[config.mk]
export PLATFORM = sky130hd
export DESIGN_NAME = matrix_keypad_scanner_flat
export DESIGN_NICKNAME = d
export VERILOG_FILES = /design/src/design/mks_pkg.sv /design/src/design/mks_in_if.sv /design/src/design/mks_out_if.sv /design/src/design/mks_key_decode.sv /design/src/design/mks_ctrl.sv /design/src/design/matrix_keypad_scanner.sv /design/src/flat_wrapper.sv
export SDC_FILE = /design/constraint.sdc
export NUM_CORES = 1
export LEC_CHECK = 0
export ABC_AREA = 1
export ABC_CLOCK_PERIOD_IN_PS = 4200
export BUFFER_PORTS_ARGS = -buffer_cell sky130_fd_sc_hd__buf_2
export CELL_PAD_IN_SITES_DETAIL_PLACEMENT = 0
export CELL_PAD_IN_SITES_GLOBAL_PLACEMENT = 1
export CORE_MARGIN = 2
export CORE_UTILIZATION = 46
export DETAILED_ROUTE_END_ITERATION = 6
export PLACE_DENSITY_LB_ADDON = 0.1
export SYNTH_ARGS = -nofsm -noshare
export SYNTH_HDL_FRONTEND = slang
export SYNTH_HIERARCHICAL = 1
export SYNTH_SLANG_ARGS = --single-unit
export TNS_END_PERCENT = 50
[constraint.sdc]
create_clock -name i_clk -period 4.2 [get_ports i_clk]
set_clock_uncertainty 0.2 [all_clocks]
set_input_delay 0.21 -clock i_clk [delete_from_list [all_inputs] [get_ports i_clk]]
set_output_delay 0.21 -clock i_clk [all_outputs]
set_load 0.005 [all_outputs]
[src/design/mks_pkg.sv]
// ----------------------------------------------------------------------------
// mks_pkg
// Shared types, constants and decode functions for the keypad scanner.
// ----------------------------------------------------------------------------
package mks_pkg;

    localparam int TIMER_WIDTH_DEF = 16;
    localparam int CFG_W           = 16;
    localparam int CFG_IDX_W       = 2;

    // register indexes on the config port
    localparam logic [CFG_IDX_W-1:0] REG_DEBOUNCE = 2'd0;
    localparam logic [CFG_IDX_W-1:0] REG_SETTLE   = 2'd1;
    localparam logic [CFG_IDX_W-1:0] REG_GAP      = 2'd2;
    localparam logic [CFG_IDX_W-1:0] REG_LAYOUT   = 2'd3;

    localparam logic [CFG_W-1:0] DEBOUNCE_RST = 16'd500;
    localparam logic [CFG_W-1:0] SETTLE_RST   = 16'd100;
    localparam logic [CFG_W-1:0] GAP_RST      = 16'd5;

    localparam logic [3:0] LINES_ALL_HIGH = 4'hf;

    localparam logic [7:0] HI_CODES [4] = '{8'h70, 8'hb0, 8'hd0, 8'he0};
    localparam logic [7:0] LO_CODES [4] = '{8'h07, 8'h0b, 8'h0d, 8'h0e};

    localparam logic [7:0] KEY_BYTES [16] = '{
        8'd126, 8'd190, 8'd222, 8'd238, 8'd125, 8'd189, 8'd221, 8'd237,
        8'd123, 8'd187, 8'd219, 8'd235, 8'd119, 8'd183, 8'd215, 8'd231
    };
    localparam logic [3:0] KEY_NUMS [16] = '{
        4'd10, 4'd11, 4'd12, 4'd15, 4'd3, 4'd6, 4'd9, 4'd14,
        4'd2,  4'd5,  4'd8,  4'd0,  4'd1, 4'd4, 4'd7, 4'd13
    };

    typedef enum logic [5:0] {
        PH_IDLE     = 6'b000001,
        PH_DEBOUNCE = 6'b000010,
        PH_SETTLE   = 6'b000100,
        PH_RELEASE1 = 6'b001000,
        PH_GAP      = 6'b010000,
        PH_RELEASE2 = 6'b100000
    } t_phase;

    typedef struct packed {
        logic [CFG_W-1:0] debounce_ticks;
        logic [CFG_W-1:0] settle_ticks;
        logic [CFG_W-1:0] release_gap_ticks;
        logic             layout_swap;
    } t_cfg;

    typedef struct packed {
        logic       cols_driven_high_side;
        logic       key_valid;
        logic [3:0] key_code;
        logic       key_unknown;
    } t_result;

    // code of the lowest-numbered low line, zero when all are high
    function automatic logic [7:0] line_code(logic [3:0] lines, logic upper);
        logic [7:0] code;
        code = 8'h00;
        for (int i = 3; i >= 0; i--) begin
            if (!lines[i]) begin
                code = upper ? HI_CODES[i] : LO_CODES[i];
            end
        end
        return code;
    endfunction

endpackage

[src/design/mks_in_if.sv]
// ----------------------------------------------------------------------------
// mks_in_if
// Input channel: one word of sampled row and column lines per tick.
// ----------------------------------------------------------------------------
interface mks_in_if;
    logic       valid;
    logic       ready;
    logic [3:0] row_lines;
    logic [3:0] col_lines;

    modport source (output valid, output row_lines, output col_lines, input ready);
    modport sink   (input valid, input row_lines, input col_lines, output ready);
endinterface

[src/design/mks_out_if.sv]
// ----------------------------------------------------------------------------
// mks_out_if
// Output channel: drive side and decoded key for each tick.
// ----------------------------------------------------------------------------
interface mks_out_if;
    logic       valid;
    logic       ready;
    logic       cols_driven_high_side;
    logic       key_valid;
    logic [3:0] key_code;
    logic       key_unknown;

    modport source (output valid, output cols_driven_high_side, output key_valid,
                    output key_code, output key_unknown, input ready);
    modport sink   (input valid, input cols_driven_high_side, input key_valid,
                    input key_code, input key_unknown, output ready);
endinterface

[src/design/mks_key_decode.sv]
// ----------------------------------------------------------------------------
// mks_key_decode
// Maps the combined row/column byte to a key number via the fixed table.
// ----------------------------------------------------------------------------
module mks_key_decode
    import mks_pkg::*;
(
    input  logic [7:0] i_byte,
    output logic [3:0] o_code,
    output logic       o_unknown
);

    // table bytes are distinct, so at most one entry hits
    always_comb begin
        o_code    = 4'd0;
        o_unknown = 1'b1;
        for (int k = 0; k < 16; k++) begin
            if (KEY_BYTES[k] == i_byte) begin
                o_code    = KEY_NUMS[k];
                o_unknown = 1'b0;
            end
        end
    end

endmodule

[src/design/mks_ctrl.sv]
// ----------------------------------------------------------------------------
// mks_ctrl
// Scan sequencer: phase register, wait timer and latched row code.
// ----------------------------------------------------------------------------
module mks_ctrl
    import mks_pkg::*;
#(
    parameter int TIMER_WIDTH = TIMER_WIDTH_DEF
) (
    input  logic       i_clk,
    input  logic       i_rst_n,
    input  logic       i_en,
    input  logic [3:0] i_rows,
    input  logic [3:0] i_cols,
    input  t_cfg       i_cfg,
    output t_result    o_res
);

    localparam logic [32:0] TIMER_MAX = (33'd1 << TIMER_WIDTH) - 33'd1;

    t_phase                 r_phase, n_phase;
    logic [TIMER_WIDTH-1:0] r_wait,  n_wait;
    logic [7:0]             r_row_code, n_row_code;

    logic       rows_upper;
    logic       wait_zero;
    logic [7:0] combined;
    logic [3:0] dec_code;
    logic       dec_unknown;

    // saturate a register value into the timer
    function automatic logic [TIMER_WIDTH-1:0] timer_load(logic [CFG_W-1:0] v);
        logic [32:0] ext;
        ext = 33'(v);
        return (ext > TIMER_MAX) ? TIMER_MAX[TIMER_WIDTH-1:0] : ext[TIMER_WIDTH-1:0];
    endfunction

    assign rows_upper = !i_cfg.layout_swap;
    assign wait_zero  = (r_wait == '0);
    assign combined   = r_row_code | line_code(i_cols, !rows_upper);

    mks_key_decode u_decode (
        .i_byte    (combined),
        .o_code    (dec_code),
        .o_unknown (dec_unknown)
    );

    always_comb begin
        n_phase    = r_phase;
        n_wait     = r_wait;
        n_row_code = r_row_code;
        o_res      = '0;
        case (r_phase)
            PH_IDLE: begin
                if (i_rows != LINES_ALL_HIGH) begin
                    n_wait  = timer_load(i_cfg.debounce_ticks);
                    n_phase = PH_DEBOUNCE;
                end
            end
            PH_DEBOUNCE: begin
                if (!wait_zero) begin
                    n_wait = r_wait - 1'b1;
                end else if (i_rows != LINES_ALL_HIGH) begin
                    n_row_code = line_code(i_rows, rows_upper);
                    n_wait     = timer_load(i_cfg.settle_ticks);
                    n_phase    = PH_SETTLE;
                end else begin
                    n_phase = PH_IDLE;
                end
            end
            PH_SETTLE: begin
                o_res.cols_driven_high_side = 1'b1;
                if (!wait_zero) begin
                    n_wait = r_wait - 1'b1;
                end else begin
                    o_res.key_valid   = 1'b1;
                    o_res.key_code    = dec_code;
                    o_res.key_unknown = dec_unknown;
                    n_phase           = PH_RELEASE1;
                end
            end
            PH_RELEASE1: begin
                o_res.cols_driven_high_side = 1'b1;
                if (i_cols == LINES_ALL_HIGH) begin
                    n_wait  = timer_load(i_cfg.release_gap_ticks);
                    n_phase = PH_GAP;
                end
            end
            PH_GAP: begin
                o_res.cols_driven_high_side = 1'b1;
                if (!wait_zero) begin
                    n_wait = r_wait - 1'b1;
                end else begin
                    n_phase = (i_cols == LINES_ALL_HIGH) ? PH_IDLE : PH_RELEASE2;
                end
            end
            PH_RELEASE2: begin
                o_res.cols_driven_high_side = 1'b1;
                if (i_cols == LINES_ALL_HIGH) begin
                    n_phase = PH_IDLE;
                end
            end
            default: begin
                n_phase = PH_IDLE;
            end
        endcase
    end

    always_ff @(posedge i_clk) begin
        if (!i_rst_n) begin
            r_phase    <= PH_IDLE;
            r_wait     <= '0;
            r_row_code <= 8'h00;
        end else if (i_en) begin
            r_phase    <= n_phase;
            r_wait     <= n_wait;
            r_row_code <= n_row_code;
        end
    end

`ifndef NO_ASSERTIONS
    a_unknown_needs_valid: assert property (@(posedge i_clk) disable iff (!i_rst_n)
        o_res.key_unknown |-> o_res.key_valid)
        else $error("unknown flag without key_valid");

    a_valid_on_col_side: assert property (@(posedge i_clk) disable iff (!i_rst_n)
        o_res.key_valid |-> (o_res.cols_driven_high_side && r_phase == PH_SETTLE))
        else $error("key reported outside settle check");

    a_settle_to_release: assert property (@(posedge i_clk) disable iff (!i_rst_n)
        (i_en && r_phase == PH_SETTLE && wait_zero) |=> (r_phase == PH_RELEASE1))
        else $error("settle check did not move to release wait");

    a_hold_when_stalled: assert property (@(posedge i_clk) disable iff (!i_rst_n)
        !i_en |=> ($stable(r_phase) && $stable(r_wait) && $stable(r_row_code)))
        else $error("scan state moved without a tick");
`endif

endmodule

[src/design/matrix_keypad_scanner.sv]
// ----------------------------------------------------------------------------
// matrix_keypad_scanner
// 4x4 line-reversal keypad scanner, one word per timer tick.
// ----------------------------------------------------------------------------
//  channel  dir  handshake        payload
//  i_in     in   valid / ready    row_lines[3:0], col_lines[3:0]
//  o_out    out  valid / ready    cols_driven_high_side, key_valid,
//                                 key_code[3:0], key_unknown
//  cfg      in   i_cfg_we         i_cfg_idx[1:0], i_cfg_wdata[15:0]
//
//  One word in, one word out; a new word is taken every cycle unless the output is stalled.
//  Each word passes through the input register, then the scan step into the
//  output register.
//  Reset (synchronous, active low) empties both registers, puts the scanner
//  in idle and loads the register defaults (500 / 100 / 5 / 0).
//  A stalled output holds its word; the input register fills behind it and
//  ready drops only when both are occupied.
// ----------------------------------------------------------------------------
module matrix_keypad_scanner
    import mks_pkg::*;
#(
    parameter int TIMER_WIDTH = TIMER_WIDTH_DEF
) (
    input  logic                 i_clk,
    input  logic                 i_rst_n,
    mks_in_if.sink               i_in,
    mks_out_if.source            o_out,
    input  logic                 i_cfg_we,
    input  logic [CFG_IDX_W-1:0] i_cfg_idx,
    input  logic [CFG_W-1:0]     i_cfg_wdata
);

    // configuration registers
    t_cfg r_cfg;

    // input stage
    logic       r_in_valid;
    logic [3:0] r_rows;
    logic [3:0] r_cols;

    // output stage
    logic    r_out_valid;
    t_result r_out;

    logic    step;      // the buffered word is scanned this cycle
    t_result res;

    // a word moves on when the output register is free or being drained
    assign step       = r_in_valid && (!r_out_valid || o_out.ready);
    assign i_in.ready = !r_in_valid || step;

    always_ff @(posedge i_clk) begin
        if (!i_rst_n) begin
            r_cfg.debounce_ticks    <= DEBOUNCE_RST;
            r_cfg.settle_ticks      <= SETTLE_RST;
            r_cfg.release_gap_ticks <= GAP_RST;
            r_cfg.layout_swap       <= 1'b0;
        end else if (i_cfg_we) begin
            case (i_cfg_idx)
                REG_DEBOUNCE: r_cfg.debounce_ticks    <= i_cfg_wdata;
                REG_SETTLE:   r_cfg.settle_ticks      <= i_cfg_wdata;
                REG_GAP:      r_cfg.release_gap_ticks <= i_cfg_wdata;
                REG_LAYOUT:   r_cfg.layout_swap       <= i_cfg_wdata[0];
                default: begin
                end
            endcase
        end
    end

    // input register
    always_ff @(posedge i_clk) begin
        if (!i_rst_n) begin
            r_in_valid <= 1'b0;
        end else if (i_in.ready) begin
            r_in_valid <= i_in.valid;
        end
    end

    always_ff @(posedge i_clk) begin
        if (i_in.valid && i_in.ready) begin
            r_rows <= i_in.row_lines;
            r_cols <= i_in.col_lines;
        end
    end

    // scan sequencer; state advances only on a stepped word
    mks_ctrl #(
        .TIMER_WIDTH (TIMER_WIDTH)
    ) u_ctrl (
        .i_clk   (i_clk),
        .i_rst_n (i_rst_n),
        .i_en    (step),
        .i_rows  (r_rows),
        .i_cols  (r_cols),
        .i_cfg   (r_cfg),
        .o_res   (res)
    );

    // output register
    always_ff @(posedge i_clk) begin
        if (!i_rst_n) begin
            r_out_valid <= 1'b0;
        end else if (step) begin
            r_out_valid <= 1'b1;
        end else if (o_out.ready) begin
            r_out_valid <= 1'b0;
        end
    end

    always_ff @(posedge i_clk) begin
        if (step) begin
            r_out <= res;
        end
    end

    assign o_out.valid                 = r_out_valid;
    assign o_out.cols_driven_high_side = r_out.cols_driven_high_side;
    assign o_out.key_valid             = r_out.key_valid;
    assign o_out.key_code              = r_out.key_code;
    assign o_out.key_unknown           = r_out.key_unknown;

endmodule
[src/flat_wrapper.sv]
// flat-port wrapper written by rule: the top's interface ports become plain ports
module matrix_keypad_scanner_flat import mks_pkg::*;
#(
    parameter int TIMER_WIDTH = TIMER_WIDTH_DEF
)
  (i_clk, i_rst_n, i_cfg_we, i_cfg_idx, i_cfg_wdata, i_in_valid, i_in_row_lines, i_in_col_lines, i_in_ready, o_out_valid, o_out_cols_driven_high_side, o_out_key_valid, o_out_key_code, o_out_key_unknown, o_out_ready);
  mks_in_if i_in_i ();
  mks_out_if o_out_i ();
  input  logic i_clk;
  input  logic i_rst_n;
  input  logic i_cfg_we;
  input  logic [CFG_IDX_W-1:0] i_cfg_idx;
  input  logic [CFG_W-1:0] i_cfg_wdata;
  input wire logic [$bits(i_in_i.valid)-1:0] i_in_valid;
  input wire logic [$bits(i_in_i.row_lines)-1:0] i_in_row_lines;
  input wire logic [$bits(i_in_i.col_lines)-1:0] i_in_col_lines;
  output wire logic [$bits(i_in_i.ready)-1:0] i_in_ready;
  output wire logic [$bits(o_out_i.valid)-1:0] o_out_valid;
  output wire logic [$bits(o_out_i.cols_driven_high_side)-1:0] o_out_cols_driven_high_side;
  output wire logic [$bits(o_out_i.key_valid)-1:0] o_out_key_valid;
  output wire logic [$bits(o_out_i.key_code)-1:0] o_out_key_code;
  output wire logic [$bits(o_out_i.key_unknown)-1:0] o_out_key_unknown;
  input wire logic [$bits(o_out_i.ready)-1:0] o_out_ready;
  assign i_in_i.valid = i_in_valid;
  assign i_in_i.row_lines = i_in_row_lines;
  assign i_in_i.col_lines = i_in_col_lines;
  assign i_in_ready = i_in_i.ready;
  assign o_out_valid = o_out_i.valid;
  assign o_out_cols_driven_high_side = o_out_i.cols_driven_high_side;
  assign o_out_key_valid = o_out_i.key_valid;
  assign o_out_key_code = o_out_i.key_code;
  assign o_out_key_unknown = o_out_i.key_unknown;
  assign o_out_i.ready = o_out_ready;
  matrix_keypad_scanner #(.TIMER_WIDTH(TIMER_WIDTH)) u_core (.i_clk(i_clk), .i_rst_n(i_rst_n), .i_in(i_in_i), .o_out(o_out_i), .i_cfg_we(i_cfg_we), .i_cfg_idx(i_cfg_idx), .i_cfg_wdata(i_cfg_wdata));
endmodule
==> out/results.ini, run 1 <==
[sta]
setup-violations-final = 0
slew_headroom_pct = 46.4
finalHoldViolations = 0
max_freq_mhz = 390
post-route-period-util_pct = 61.1
period_minus_slack_ps = 2570
tightest_slew_ps = 798
setup_slack_ps = 1630
rsz0062_at_grt = no
drv_slew = 0
hold-worst-slack_ps = 88.1
final.setup.tns_ps = 0

[global_routing]
grt_max_degree = 57
grt_pass1_wl_mm = 25.7
first_global_vias = 5333
grt_overflow = 0
antenna_found_initial = 0
grt.total_usage_pct = 24.5

[clocking]
clk_pin_slew_ps = 70
cts_sinks = 96
worstSkewPairLatency_ps = 350
ctsHoldBuffers = 27
h-tree-depth = 3
cts_inserted_buffers = 9
postCtsSetupBuffers = 0
cts_resized = 0
cts_max_path_buffers = 2
clock-root-buffer = clkbuf_16
tritoncts = done

[yosys]
synth.area.top_cells = dfxtp_1, nand2_1, nor2_1
seq_area_frac_synth_pct = 35.9
synth_area_mm2 = 0.00577
ys_warn_count = 6
yosysUniqueCellTypes = 36
synth_nets = 951
yosysTopAreaCellShare_pct = 28.1
avgSynthCellArea_um2 = 6.29
synth_seq_cells = 96
synth_top_cell_by_area = dfxtp_1
synthCells = 918

[critical_path]
cp.arrival_ps = 2580
slowest_delay_ps = 420
end_kind = flip-flop
crit_chain = nor2_4, nand3_2, nand2_1, nor2_4, clkinv_1, nor2_1, nor2_1, nand2_1, a21oi_1
worst-setup-path-type = reg -> reg
crit_path_start_kind = flip-flop
worstPathRequired_ps = 4220
crit_path_max_fanout = 15
critPathSlowestCell = nor2_4

[floorplan]
num_rows = 40
die-area_mm2 = 0.0135
die_w_um = 116
core_mm2 = 0.0121
io_pins = 40
initial_core_util_pct = 47.6
die_h_um = 116

[detailed_routing]
drt-total-wl_mm = 15.7
met3_length_um = 616
met1_length_mm = 7.53
maxUsedRoutingLayer = met4
first_pass_iters = 5
antenna_left = 0
vias = 5706
drc = 0
vias_per_cell = 4.99
wire_per_inst_um = 13.7
first_iter_violations = 339
met2WireLength_mm = 7.16

[placement]
place_hpwl_mm = 10.9
post-place-ws_ps = 1650
port_buffers = 39
gp_congestion = 0.867

[power_and_ir_drop]
power_density_mw_per_mm2 = 353
leakagePower_nw = 3.23
total_power_w = 0.00233
ir_drop_mv = 0.301

[layout]
antenna_cells = 0
mostFrequentLayoutCells = nand2_1, nor2_1, inv_1
fill_cells = 1245
layout-drive-gt1-share_pct = 10.2
multiInputGateArea_mm2 = 0.00305
area_delta_synth_final_pct = 14.6
final_common_cell = nand2_1
nets = 1003
regArea_mm2 = 0.00207

[hold_path]
min_path_type = in -> reg

[flow_run]
max-cap-violations = 0

[run_status]
status = completed

layer usage:
| layer | GRT usage [%] | vias up |
|---|---|---|
| met4 | 8.02 | 0 |
| met5 | 0 | - |
| li1 | - | 2947 |
| met1 | 32.3 | 2610 |
| met3 | 5.60 | 28 |
| met2 | 39.7 | 121 |
worst max-delay path, delay by kind of cell, from the launching register on:
kind | cells | cell delay [ps]
simple gates | 7 | 1360
flops | 1 | 410
buf+inv | 1 | 420
compound gates | 1 | 50
synth_stat cells, drive strengths merged:
library cell and count:
o21ai 16, a31o 2, a21boi 3, o22ai 2
buf 16, xor2 3, nand2 278, a22oi 3
nor3 6, o21a 1, inv 129, ha 2
dfxtp 81, nand3 86, nand3b 9, clkinv 3
xnor2 1, clkbuf 11, o21bai 6, a21oi 40
nand4 15, nor2 190, edfxtp 15
where the power goes:
group / switching (W) / leakage, nW / internal, W / total [W]
sequential: 0.0000323 / 0.806 / 0.000975 / 0.00101
clock: 0.000374 / 0.153 / 0.000481 / 0.000856
combinational: 0.000315 / 2.27 / 0.000154 / 0.000469
total: 0.000722 / 3.23 / 0.00161 / 0.00233
registers in the layout (all words and copies together) (netlist names):
| signal | cells |
|---|---|
| u_core/r_cfg | 49 |
| u_core/u_ctrl/r_wait | 16 |
| u_core/u_ctrl/r_row_code | 8 |
| u_core/u_ctrl/r_phase | 6 |
| u_core/o_out.key_code | 4 |
| u_core/r_cols | 4 |
| u_core/r_rows | 4 |
| u_core/o_out.cols_driven_high_side | 1 |
| u_core/o_out.key_unknown | 1 |
| u_core/o_out.key_valid | 1 |
| u_core/o_out.valid | 1 |
| u_core/r_in_valid | 1 |
per-stage QoR:
| stage | cell area (um^2) | util, % | instances |
|---|---|---|---|
| floorplan | 5770 | - | 918 |
| CTS | 6610 | 54.6 | 1143 |
| finish | 6610 | 54.6 | 1143 |
| global route | 6610 | 54.6 | 1143 |
| global placement | 6040 | 49.8 | 1100 |
| detailed placement | 6040 | 49.8 | 1100 |
worst paths after layout:
kind	start	end	slack, ps	cells after the start
max reg2reg	u_core/u_ctrl/r_phase[0]	u_core/u_ctrl/r_wait[15]	1630	9
min	i_cfg_idx[0]	u_core/r_cfg[3]	90	4
max	u_core/u_ctrl/r_phase[0]	u_core/u_ctrl/r_wait[15]	1630	9
min reg2reg	u_core/r_cfg[37]	u_core/r_cfg[37]	270	2
logic make-up (layout without fill, tap and decap cells):
family / Yosys count / after routing / share of synthesized area [%]
and+or+nand+nor: 584 / 584 / 44.7
buffers and inverters: 159 / 216 / 11.3
xor gates and xnor gates: 4 / 4 / 0.607
DFF: 96 / 96 / 35.9
adders and majority gates: 2 / 2 / 0.434
AOI/OAI and AO/OA: 73 / 73 / 7.07
area by class of cell:
class	instances	area share [%]
clock buffer	10	3.61
tap	168	3.18
clock inverter	6	1.00
timing repair buffer	68	7.27
multi-input combinational	663	46.1
inverter	132	7.53
sequential	96	31.3
Note: power is estimated with default switching activity, not from simulation.
==> inputs of run 2 (changes only) <==
--- a/config.mk
+++ b/config.mk
@@ -6,12 +6,12 @@
 export NUM_CORES = 1
 export LEC_CHECK = 0
 export ABC_AREA = 1
-export ABC_CLOCK_PERIOD_IN_PS = 4200
+export ABC_CLOCK_PERIOD_IN_PS = 2280
 export BUFFER_PORTS_ARGS = -buffer_cell sky130_fd_sc_hd__buf_2
 export CELL_PAD_IN_SITES_DETAIL_PLACEMENT = 0
 export CELL_PAD_IN_SITES_GLOBAL_PLACEMENT = 1
 export CORE_MARGIN = 2
-export CORE_UTILIZATION = 46
+export CORE_UTILIZATION = 39
 export DETAILED_ROUTE_END_ITERATION = 6
 export PLACE_DENSITY_LB_ADDON = 0.1
 export SYNTH_ARGS = -nofsm -noshare
==> constraint.sdc (replaced) <==
create_clock -name i_clk -period 2.28 [get_ports i_clk]
set_clock_uncertainty 0.2 [all_clocks]
set_input_delay 0.114 -clock i_clk [delete_from_list [all_inputs] [get_ports i_clk]]
set_output_delay 0.114 -clock i_clk [all_outputs]
set_load 0.005 [all_outputs]
==> run 2 against run 1 <==
Net effect: worst hold slack got worse by 19 ps; first-iteration DRC count fell by 4.4%; flip-flop and latch count did not move; final cell count rose by 3.6%; cell area rose by 3.7%; core utilization fell by 7.2 points; critical path type unchanged; critical endpoint is now u_core/o_out.key_unknown; largest cell class unchanged.
==> out/results.ini, run 2 (same netlist as run 1, synthesis figures left out) <==
[run_status]
status = completed

[layout]
top_regs = u_core/r_cfg x49, u_core/u_ctrl/r_wait x16, u_core/u_ctrl/r_row_code x8
finalNonFillerCells = 1184
nets = 1028
fill_cells = 1523
final_common_cell = nand2_1
antenna_cells = 0
largest-register = u_core/r_cfg
area_delta_synth_final_pct = 18.9
largest_reg_flops = 49
layout-drive-gt1-share_pct = 12.5
mostFrequentLayoutCells = nand2_1, nor2_1, inv_1

[placement]
port_buffers = 39
gp_congestion = 0.858
dp_cells = 1135
place_hpwl_mm = 11.7

[sta]
post-route-period-util_pct = 92.9
slew_headroom_pct = 57.6
hold-worst-slack_ps = 68.8
finalHoldViolations = 0
final.setup.tns_ps = 0
tightest_slew_ps = 636
period_minus_slack_ps = 2120
drv_slew = 0
max_freq_mhz = 472
setup-violations-final = 0

[floorplan]
initial_core_util_pct = 39.9
die_w_um = 126
die_h_um = 126
die-area_mm2 = 0.0158
io_pins = 40
core_mm2 = 0.0145
num_rows = 44

[global_routing]
first_global_vias = 5301
grt.total_usage_pct = 21.2
grt_pass1_wl_mm = 26.9
antenna_found_initial = 0
grt_max_degree = 31
grt_overflow = 0

[critical_path]
critPathSlowestCell = edfxtp_1
crit_path_max_fanout = 5
cp.arrival_ps = 2020
worst_r2r_path_depth = 11
slowest_delay_ps = 440
worstPathRequired_ps = 2180
worst-setup-path-type = reg -> reg
end_kind = flip-flop
crit_chain = a21boi_1, o21ai_1, buf_4, inv_1, nand2_1, a21oi_1, o21ai_0, nand2_1, nor2_1, inv_1, nor2_1
crit_path_start_kind = flip-flop

[clocking]
worstSkewPairLatency_ps = 350
clk_pin_slew_ps = 60
clock-root-buffer = clkbuf_16
postCtsSetupBuffers = 0
tritoncts = done
h-tree-depth = 3
cts_max_path_buffers = 2
cts_sinks = 96
cts_inserted_buffers = 9

[detailed_routing]
drt-total-wl_mm = 16.3
wire_per_inst_um = 13.8
first_iter_violations = 324
drc = 0
antenna_left = 0
vias_per_cell = 4.79
vias = 5676
first_pass_iters = 6

[power_and_ir_drop]
leakagePower_nw = 3.34
power_density_mw_per_mm2 = 613
ir_drop_mv = 0.301

[hold_path]
hold_depth = 5
min_path_type = in -> reg

[flow_run]
max-cap-violations = 0

## run 2: cell types whose count changed in the layout (fill, tap and decap cells not counted), sizes merged
cell and change:
buf +19, dlygate4sd3 +6, bufinv -1, clkinv -1, clkbuf +2
## run 2: final cells by class
cell class	count	area, um^2	share of cell area (%)
Clock buffer	12	236	3.45
Clock inverter	4	28.8	0.420
Timing Repair Buffer	93	696	10.1
Inverter	132	498	7.26
Multi-Input combinational cell	663	3100	45.1
Sequential cell	96	2070	30.2
Tap cell	184	230	3.36
## run 2: per-layer routing
metal | vias up | part of all wire, % | GRT usage (%)
li1 | 3005 | - | -
met1 | 2559 | 51 | 30.6
met2 | 102 | 45 | 33.9
met4 | 0 | 1.0 | 5.69
met5 | - | 0 | 0
met3 | 10 | 2.9 | 2.17
## run 2: through the flow
stage / util [%] / area, um^2 / worst slack (ps) / total power [W]
global route: 47.4 / 6860 / -8.12 / 0.00445
global placement: 42.9 / 6210 / 136 / 0.00275
detailed placement: 42.9 / 6210 / 50.0 / 0.00276
finish: 47.4 / 6860 / 163 / 0.00420
floorplan: - / 5770 / 81.1 / 0.00250
CTS: 47.0 / 6810 / 83.7 / 0.00423
## run 2: what timing repair did
action | CTS | global route
hold endpoints to repair | 66 | 0
gates resized for setup | 1 | 16
endpoints found under the setup margin | 1 | 8
hold buffers | 33 | 0
## run 2: where the power goes
group	switching [W]	internal (W)
clock	0.000669	0.000747
sequential	0.0000609	0.00180
combinational	0.000597	0.000332
## run 2: final timing paths
path | from | slack, ps | endpoint
setup reg to reg | u_core/r_cols[1] | 160 | u_core/o_out.key_unknown
hold reg to reg | u_core/r_cfg[35] | 260 | u_core/r_cfg[35]
hold / removal | i_cfg_idx[1] | 70 | u_core/r_cfg[0]
setup / recovery | u_core/r_cols[1] | 160 | u_core/o_out.key_unknown
## run 2: critical path, delay by kind of cell, from the launching register on
kind	cells	cell delay [ps]
and+or+nand+nor	4	240
DFF	1	440
buffers and inverters	3	250
AOI/OAI and AO/OA	4	750
==> inputs of run 3 (changes only) <==
--- a/config.mk
+++ b/config.mk
@@ -5,13 +5,12 @@
 export SDC_FILE = /design/constraint.sdc
 export NUM_CORES = 1
 export LEC_CHECK = 0
-export ABC_AREA = 1
 export ABC_CLOCK_PERIOD_IN_PS = 2280
 export BUFFER_PORTS_ARGS = -buffer_cell sky130_fd_sc_hd__buf_2
 export CELL_PAD_IN_SITES_DETAIL_PLACEMENT = 0
 export CELL_PAD_IN_SITES_GLOBAL_PLACEMENT = 1
 export CORE_MARGIN = 2
-export CORE_UTILIZATION = 39
+export CORE_UTILIZATION = 42
 export DETAILED_ROUTE_END_ITERATION = 6
 export PLACE_DENSITY_LB_ADDON = 0.1
 export SYNTH_ARGS = -nofsm -noshare
==> run 3 against run 2 <==
Net effect: largest power group unchanged; register-to-register slack got worse by 320 ps; via count decreased by 13%; flip-flop and latch count unchanged; the run now ends with setup timing left; clock-buffer cell count decreased by 2.
==> out/results.ini, run 3 <==
[floorplan]
num_rows = 40
die_h_um = 116
io_pins = 40
die-area_mm2 = 0.0134
core_mm2 = 0.0121
initial_core_util_pct = 43.2
die_w_um = 116

[run_status]
violations = setup timing
status = finished, violations left

[layout]
mostFrequentLayoutCells = nand2_1, buf_4, dfxtp_1
area_delta_synth_final_pct = 33.4
final_area_mm2 = 0.00699
top_regs = u_core/r_cfg x49, u_core/u_ctrl/r_wait x16, u_core/u_ctrl/r_row_code x8
antenna_cells = 0
largest-register = u_core/r_cfg
final_common_cell = nand2_1
finalNonFillerCells = 906
layout-drive-gt1-share_pct = 27.6
largest_reg_flops = 49
nets = 766

[critical_path]
end_kind = flip-flop
crit_path_start_kind = flip-flop
worst-setup-path-type = reg -> reg
cp.arrival_ps = 2460
worstPathRequired_ps = 2300
crit_path_max_fanout = 6

[clocking]
cts_sinks = 96
clock-root-buffer = clkbuf_16
clk_pin_slew_ps = 70
tritoncts = done
cts_max_path_buffers = 2
cts_inserted_buffers = 9
worstSkewPairLatency_ps = 360
h-tree-depth = 3

[power_and_ir_drop]
power_density_mw_per_mm2 = 608
ir_drop_mv = 0.478
total_power_w = 0.00425
leakagePower_nw = 2.98

[detailed_routing]
first_iter_violations = 210
antenna_left = 0
drt-total-wl_mm = 15.0
vias_per_cell = 5.43
first_pass_iters = 5
drc = 0
wire_per_inst_um = 16.5
vias = 4919

[yosys]
synth_most_common_cell = nand2_1
synth_flop_cell = dfxtp_1
synth.area.top_cells = dfxtp_1, mux2i_1, edfxtp_1
yosysTopAreaCellShare_pct = 31.0
yosys-top-cells-count = nand2_1, dfxtp_1, mux2i_1, clkbuf_1, a21oi_1
ys_warn_count = 6
synth_nets = 635
seq_area_frac_synth_pct = 39.6
yosysUniqueCellTypes = 67
synthCells = 602
synth_area_mm2 = 0.00524
synth_seq_cells = 96
synth_top_cell_by_area = dfxtp_1
async_flop_share_pct = 0
avgSynthCellArea_um2 = 8.70
synth_edf_count = 15

[sta]
setup-violations-final = 27
post-route-period-util_pct = 107
slew_headroom_pct = 41.9
finalHoldViolations = 0
max_freq_mhz = 410
rsz0062_at_grt = yes
tightest_slew_ps = 872
setup_slack_ps = -159
period_minus_slack_ps = 2440
hold-worst-slack_ps = 71.3
drv_slew = 0

[global_routing]
first_global_vias = 4771
grt_pass1_wl_mm = 24.1
grt.total_usage_pct = 23.0
antenna_found_initial = 0
grt_overflow = 0
grt_max_degree = 46

[flow_run]
max-cap-violations = 0

[placement]
gp_congestion = 0.892
place_hpwl_mm = 10.6
dp_cells = 848
port_buffers = 39
post_dp_cell_area_mm2 = 0.00607

[hold_path]
min_path_type = in -> reg

==> run 3: changes by cell type after synthesis, moves of 20 or more <==
cell and delta:
clkbuf_1 +20, inv_1 -113, mux2i_1 +49, nand2_1 -155, nand3_1 -59, nor2_1 -149
==> run 3: cells by family (layout without fill, tap and decap cells) <==
family | count (synthesis) | count (layout) | share of synthesized area (%)
AND/OR/NAND/NOR | 255 | 255 | 25.4
AO/OA/AOI/OAI | 127 | 128 | 17.0
flip-flops | 96 | 96 | 39.6
buffers and inverters | 59 | 194 | 5.69
multiplexers | 49 | 49 | 9.37
XOR/XNOR | 14 | 14 | 2.49
adder cells (fa/ha/maj) | 2 | 2 | 0.478
==> run 3: per-layer routing <==
layer	share of wire [%]	wire [um]	global-route usage (%)	vias up
li1	-	-	-	2451
met1	49	7340	31.8	2345
met2	46	6840	36.9	104
met3	3.5	519	3.77	19
met4	1.8	265	7.38	0
met5	0	0	0	-
==> run 3: worst paths after layout <==
path	end	slack [ps]	startpoint	cells past startpoint
max reg2reg	u_core/u_ctrl/r_phase[0]	-160	u_core/u_ctrl/r_wait[4]	6
max	u_core/u_ctrl/r_phase[0]	-160	u_core/u_ctrl/r_wait[4]	6
min	u_core/u_ctrl/r_phase[0]	70	i_rst_n	3
min reg2reg	u_core/u_ctrl/r_row_code[2]	260	u_core/u_ctrl/r_row_code[2]	2
==> run 3: area by class of cell <==
| type | instances | area [um^2] |
|---|---|---|
| multi-input combinational | 448 | 3100 |
| sequential | 96 | 2080 |
| inverter | 12 | 45.0 |
| timing repair buffer | 166 | 1280 |
| clock inverter | 6 | 43.8 |
| tap | 168 | 210 |
| clock buffer | 10 | 229 |
| fill | 1141 | 5130 |
==> run 3: repair_timing <==
action	in CTS	in global routing
endpoints found under the hold margin	59	0
pin swaps	11	24
gates cloned	1	0
setup buffers	3	9
gates resized for setup	26	34
hold buffers	30	0
setup endpoints to repair	31	35
==> run 3: critical path, stage by stage, from the launching register on <==
cell	delay, ps
dfxtp_2	320
or3_4	380
or3_4	340
or4_4	460
a211o_4	390
mux2i_1	160
nand2_1	70
==> run 3: stage by stage <==
step	worst slack (ps)	TNS [ps]	util [%]
after floorplan	-243	-3760	-
after global placement	-181	-3050	50.1
after detailed placement	-222	-3930	50.1
after CTS	-174	-1780	56.0
after global routing	-271	-4730	57.7
final	-159	-1930	57.7
==> run 3: report_power, final <==
part / internal, W / switching, W
sequential: 0.00178 / 0.0000490
combinational: 0.000484 / 0.000507
clock: 0.000747 / 0.000675
total: 0.00301 / 0.00123
